## config.mk

```make
export PLATFORM = sky130hd
export DESIGN_NAME = brq_front
export DESIGN_NICKNAME = d
export VERILOG_FILES = /design/src/brq_pkg.sv /design/src/brq_front.sv
export SDC_FILE = /design/constraint.sdc
export NUM_CORES = 1
export LEC_CHECK = 0
export ABC_AREA = 0
export BUFFER_PORTS_ARGS = -buffer_cell sky130_fd_sc_hd__buf_4
export CORE_UTILIZATION = 45
export DETAILED_ROUTE_END_ITERATION = 6
export HOLD_SLACK_MARGIN = 0.02
export MAX_ROUTING_LAYER = met4
export PLACE_DENSITY = 0.69
export SLEW_MARGIN = 20
export SYNTH_ARGS = -nofsm -noshare
export SYNTH_HDL_FRONTEND = slang
export SYNTH_SLANG_ARGS = --single-unit
export TNS_END_PERCENT = 5
```

## constraint.sdc

```tcl
create_clock -name clk -period 12.1 [get_ports clk]
set_input_delay 1.21 -clock clk [delete_from_list [all_inputs] [get_ports clk]]
set_output_delay 1.21 -clock clk [all_outputs]
set_load 0.02 [all_outputs]
```

## src/brq_pkg.sv

```systemverilog
// Package: shared types and constants for the broadcast ring queue.
package brq_pkg;

	localparam int SLOTS   = 16;
	localparam int READERS = 16;

	localparam logic [1:0] KIND_WRITE   = 2'd0;
	localparam logic [1:0] KIND_READ    = 2'd1;
	localparam logic [1:0] KIND_CLAIM   = 2'd2;
	localparam logic [1:0] KIND_RELEASE = 2'd3;

	localparam logic [2:0] ST_OK         = 3'd0;
	localparam logic [2:0] ST_EMPTY      = 3'd1;
	localparam logic [2:0] ST_TOO_LARGE  = 3'd2;
	localparam logic [2:0] ST_NO_READER  = 3'd3;
	localparam logic [2:0] ST_OVERWRITE  = 3'd4;

	localparam logic [32:0] HEADER_BYTES = 33'd20;

	localparam int IN_W  = 168;
	localparam int OUT_W = 240;

	// Classified command passed from front to back.
	typedef struct packed {
		logic [1:0]  kind;
		logic [3:0]  reader_id;
		logic        too_large;
		logic [31:0] payload_len;
		logic [63:0] payload_word;
		logic [63:0] stamp;
	} cmd_t;

	typedef struct packed {
		logic [2:0]  status;
		logic [3:0]  granted_reader;
		logic [3:0]  ring_pos;
		logic [31:0] out_len;
		logic [63:0] out_sequence;
		logic [63:0] out_stamp;
		logic [63:0] out_payload;
	} res_t;

endpackage

```

## src/brq_front.sv

```systemverilog
// Front end: accepts items, checks write length, queues commands.
module brq_front (
	input  logic                  clk,
	input  logic                  arst_n,
	input  logic                  in_valid,
	output logic                  in_ready,
	input  logic [1:0]            in_kind,
	input  logic [brq_pkg::IN_W-1:0] in_data,
	input  logic [31:0]           slot_bytes,
	output logic                  cmd_valid,
	input  logic                  cmd_ready,
	output brq_pkg::cmd_t         cmd
);
	import brq_pkg::*;

	cmd_t        q_q [2];
	logic [1:0]  cnt_q;
	logic        wp_q, rp_q;
	cmd_t        c;
	logic        push, pop;

	always_comb begin
		c.kind         = in_kind;
		c.reader_id    = in_data[3:0];
		c.payload_len  = in_data[35:4];
		c.payload_word = in_data[99:36];
		c.stamp        = in_data[163:100];
		c.too_large    = ({1'b0, in_data[35:4]} + HEADER_BYTES) > {1'b0, slot_bytes};
	end

	assign in_ready  = (cnt_q != 2'd2);
	assign cmd_valid = (cnt_q != 2'd0);
	assign cmd       = q_q[rp_q];
	assign push      = in_valid && in_ready;
	assign pop       = cmd_valid && cmd_ready;

	always_ff @(posedge clk) begin
		if (push) begin
			q_q[wp_q] <= c;
		end
	end

	always_ff @(posedge clk or negedge arst_n) begin
		if (!arst_n) begin
			cnt_q <= '0;
			wp_q  <= 1'b0;
			rp_q  <= 1'b0;
		end else begin
			if (push) wp_q <= ~wp_q;
			if (pop) rp_q <= ~rp_q;
			cnt_q <= cnt_q + {1'b0, push} - {1'b0, pop};
		end
	end
endmodule

```

---- After elaboration in Yosys (flattened, before gate mapping) ----
Memory sizes are Yosys's and may differ from the RTL's.
Index checks and enable logic that the tools add are counted.
cells by class
  $add $sub $neg .......................... 3
  order comparisons ....................... 1
  equal/unequal tests ..................... 1
  mux-type cells .......................... 2
  bitwise gates (word level) .............. 2
  reduce and logical (&&, ||, !) cells .... 3
operators with widths
  operator                                        number
  adder 32 x 5 -> 33 bit (second input constant)  1
  greater-than comparator 33 x 32 -> 1 bit        1
  adder 2 x 1 -> 2 bit                            1
  logical AND 1 bit                               2
  2-to-1 mux 1 bit                                2
  != test 2 bit (second input constant)           1
  inverter 1 bit                                  2
  nonzero test 2 bit                              1
  subtractor 2 x 1 -> 2 bit                       1
storage, ports and cells
  bits in registers ....................... 4
  bits in writable memories ............... 334
  bits of input ports ..................... 206
  output and inout bits ................... 169
  memories ................................ 1
memory list
  name  depth  width  rd ports  clocked after memory_dff  wr ports  line             source
  q_q   2      167    1         0                         1         brq_front.sv:16  cmd_t q_q [2];

---- Logic depth before layout (Yosys ltp) ----
  word-level depth ........................ 4
  mapped depth ............................ 14
  depth with buffers taken out ............ 14

---- Worst setup path after synthesis ----
Ideal clock, no wire load.
  kind .................................... input-to-reg
  start ................................... in in_valid
  end ..................................... mem q_q[0][0] (netlist bit), enable pin
  setup time .............................. 697 ps
  arrival time ............................ 8,240 ps
  required time ........................... 11,403 ps
  slack ................................... 3,164 ps
  stages on the path ...................... 2
  path through ............................ nand2_1 nor2_1
on the way
  word-level cells in the longest chain between the ends .. 3
ends and longest elaborated chain
  what                                    line             source
  start, declared                         brq_front.sv:5   input logic in_valid,
  logical AND 1 bit                       brq_front.sv:34  assign push = in_valid && in_ready;
  2-to-1 mux 1 bit                        brq_front.sv:38  if (push) begin
  2-to-1 mux 1 bit (implied by the code)  brq_front.sv:39  q_q[wp_q] <= c;
  end, declared                           brq_front.sv:16
No other way between the ends.

==> results.cfg <==
[sta]
finalClockSkew_ns = 0.0155
fin_tns_setup_ns = 0
fin_crit_sh = 0.338
setup_viol = 0
max_slew_margin = 0.314
hold_violations = 0
tightest_slew_ns = 1.03
rsz0062_at_grt = false
timing.fmax_mhz = 245
maxSlewViolCount = 0
hold_ws_ns = 0.491
setup_ws_ns = 8.02
period_needed_ns = 4.08

[setup_path]
worstSetupPathType = in2reg
startpoint_type = primary input
path_max_fanout = 6
required_ns = 12.33
cp.arrival_ns = 4.31
cp-end-kind = flip-flop

[cts]
cts_buffers = 36
clockBufferDepth = 3
cts_num_sinks = 338
root_buffer = clkbuf_16
clkLatencyLatePin_ns = 0.50
post_cts_buffers = 0
cts_resized = 0
path_clk_slew_ns = 0.06
cts_hold_buf = 0
cts_tree = built
htreeDepth = 2

[global_route]
antenna_found_initial = 0
grt_max_degree = 78
overflow = 0
grtUsageTotal = 0.187
grt_pass1_vias = 7987
grt_pass1_wl_mm = 42.9

[yosys]
syn_area_um2 = 13500
netlist_top_cells_area = edfxtp_1 74%, mux2_2 14%, ha_1 3.2%
ys_seq_elements = 338
synth_top_area_cell = edfxtp_1
ys_types = 37
synth_nets = 968
synth-seq-area-share = 0.750
avgSynthCellArea_um2 = 18.6
netlist_instances = 727
ys_warn_count = 0
yosys.area.top_type_share = 0.743

[power]
powerDensity_nw_per_um2 = 235
ir_drop_uv = 122
leakage_nw = 6.90
power_w = 0.00420

[floorplan]
fp.dieH_um = 175
num_rows = 63
core_um2 = 29600
io_pins = 375
die_area_um2 = 30700
start_util = 0.457
die_w_um = 175

[final_layout]
fin_util = 0.604
layout-drive-gt1-share = 0.522
final_common_cell = buf_4
fin_nets = 1363
layout_common_cells = 376 x buf_4, 334 x edfxtp_1, 167 x mux2_2
area_growth_pct = 32.3
antenna_cells = 0

[status]
status = completed

[route]
drc = 0
drt_iter0_drc = 372
routedWlPerCell_um = 18.5
via_per_inst = 4.95
drtPass1Iterations = 6
wirelength_mm = 28.5
vias = 7606
ant_nets = 0

[job]
maxCapViolations = 0

[worst_hold_path]
hold_path.class = in2async

[placed_design]
dp_slack_ns = 7.42
io_buffers = 370
dp.final_hpwl_mm = 19.5
gp_congestion = 0.799
==> critical path: stages <==
cell	delay, ns
buf_4	0.10
ha_1	0.21
nor2_1	0.09
nor3_2	0.26
and2b_2	0.26
and4_1	0.26
nand4_1	0.13
xnor2_1	0.14
ha_1	0.29
nand3_1	0.10
nor4_1	0.46
nand2_1	0.18
nor4_1	0.47
o21ai_1	0.13
==> metal layers <==
layer | track usage | wire [µm] | vias up
met1 | 0.211 | 10700 | 3694
li1 | - | - | 3590
met2 | 0.317 | 14500 | 265
met5 | - | 0 | -
met4 | 0.0678 | 876 | 0
met3 | 0.0522 | 2380 | 57
==> metrics by stage <==
step,cells,instance area (µm²)
after CTS,1536,17900
after detailed placement,1474,16700
after global routing,1536,17900
final,1536,17900
after floorplan,727,13500
after global placement,1474,16700
==> kinds of logic (layout without fill, tap and decap cells) <==
family                   Yosys count  after routing  share of synthesized area
flip-flops                       338            338                      0.750
multiplexers                     167            167                      0.139
AND/OR/NAND/NOR                   74             74                     0.0291
buffers and inverters             55            474                     0.0165
adder cells (fa/ha/maj)           35             35                     0.0324
XOR/XNOR                          32             32                     0.0208
AO/OA/AOI/OAI                     26             26                     0.0117
==> cell usage after synthesis (all sizes together) <==
master	n
inv	36
o21ai	5
nor4	2
o221ai	1
edfxtp	334
nor2	10
a21oi	13
o21a	1
nand4	9
and4bb	1
and2	1
nor3	1
a221oi	1
nand3	12
dfrtp	4
ha	35
or2	1
and2b	1
xnor2	25
a311oi	1
nand2	22
a211oi	1
a221o	1
buf	17
and3	5
or3	1
nor2b	1
mux2	167
nand2b	2
clkbuf	2
a21o	1
xor2	7
or3b	1
a2111oi	1
and4	4
==> flip-flops by register name (all words and copies together), names as in the netlist <==
| name | count |
|---|---|
| wp_q | 1 |
| q_q | 334 |
| rp_q | 1 |
| cnt_q | 2 |
==> final timing paths <==
kind | start | to | slack [ns] | depth (start not counted)
worst max-delay path | in_data[6] | q_q[0][160] | 8.02 | 14
worst min-delay path | arst_n | wp_q | 0.49 | 1
worst max register to register | cnt_q[1] | q_q[0][147] | 9.37 | 4
worst min register to register | cnt_q[1] | cnt_q[1] | 0.49 | 1
max in group asynchronous | arst_n | rp_q | 11.49 | 1
min in group clk | cnt_q[1] | cnt_q[1] | 0.49 | 1
==> layout make-up <==
class | count | area [µm²]
Clock buffer | 46 | 958
Clock inverter | 16 | 168
Fill cell | 2340 | 11700
Inverter | 36 | 135
Multi-Input combinational cell | 334 | 3160
Sequential cell | 338 | 10100
Tap cell | 390 | 488
Timing Repair Buffer | 376 | 2820
==> where the power goes <==
part	total, W	switching, W	internal (W)
logic	0.00147	0.000820	0.000647
clock network	0.00105	0.000426	0.000624
registers	0.00168	0.0000737	0.00160
total	0.00420	0.00132	0.00288
(Power assumes the default switching activity.)
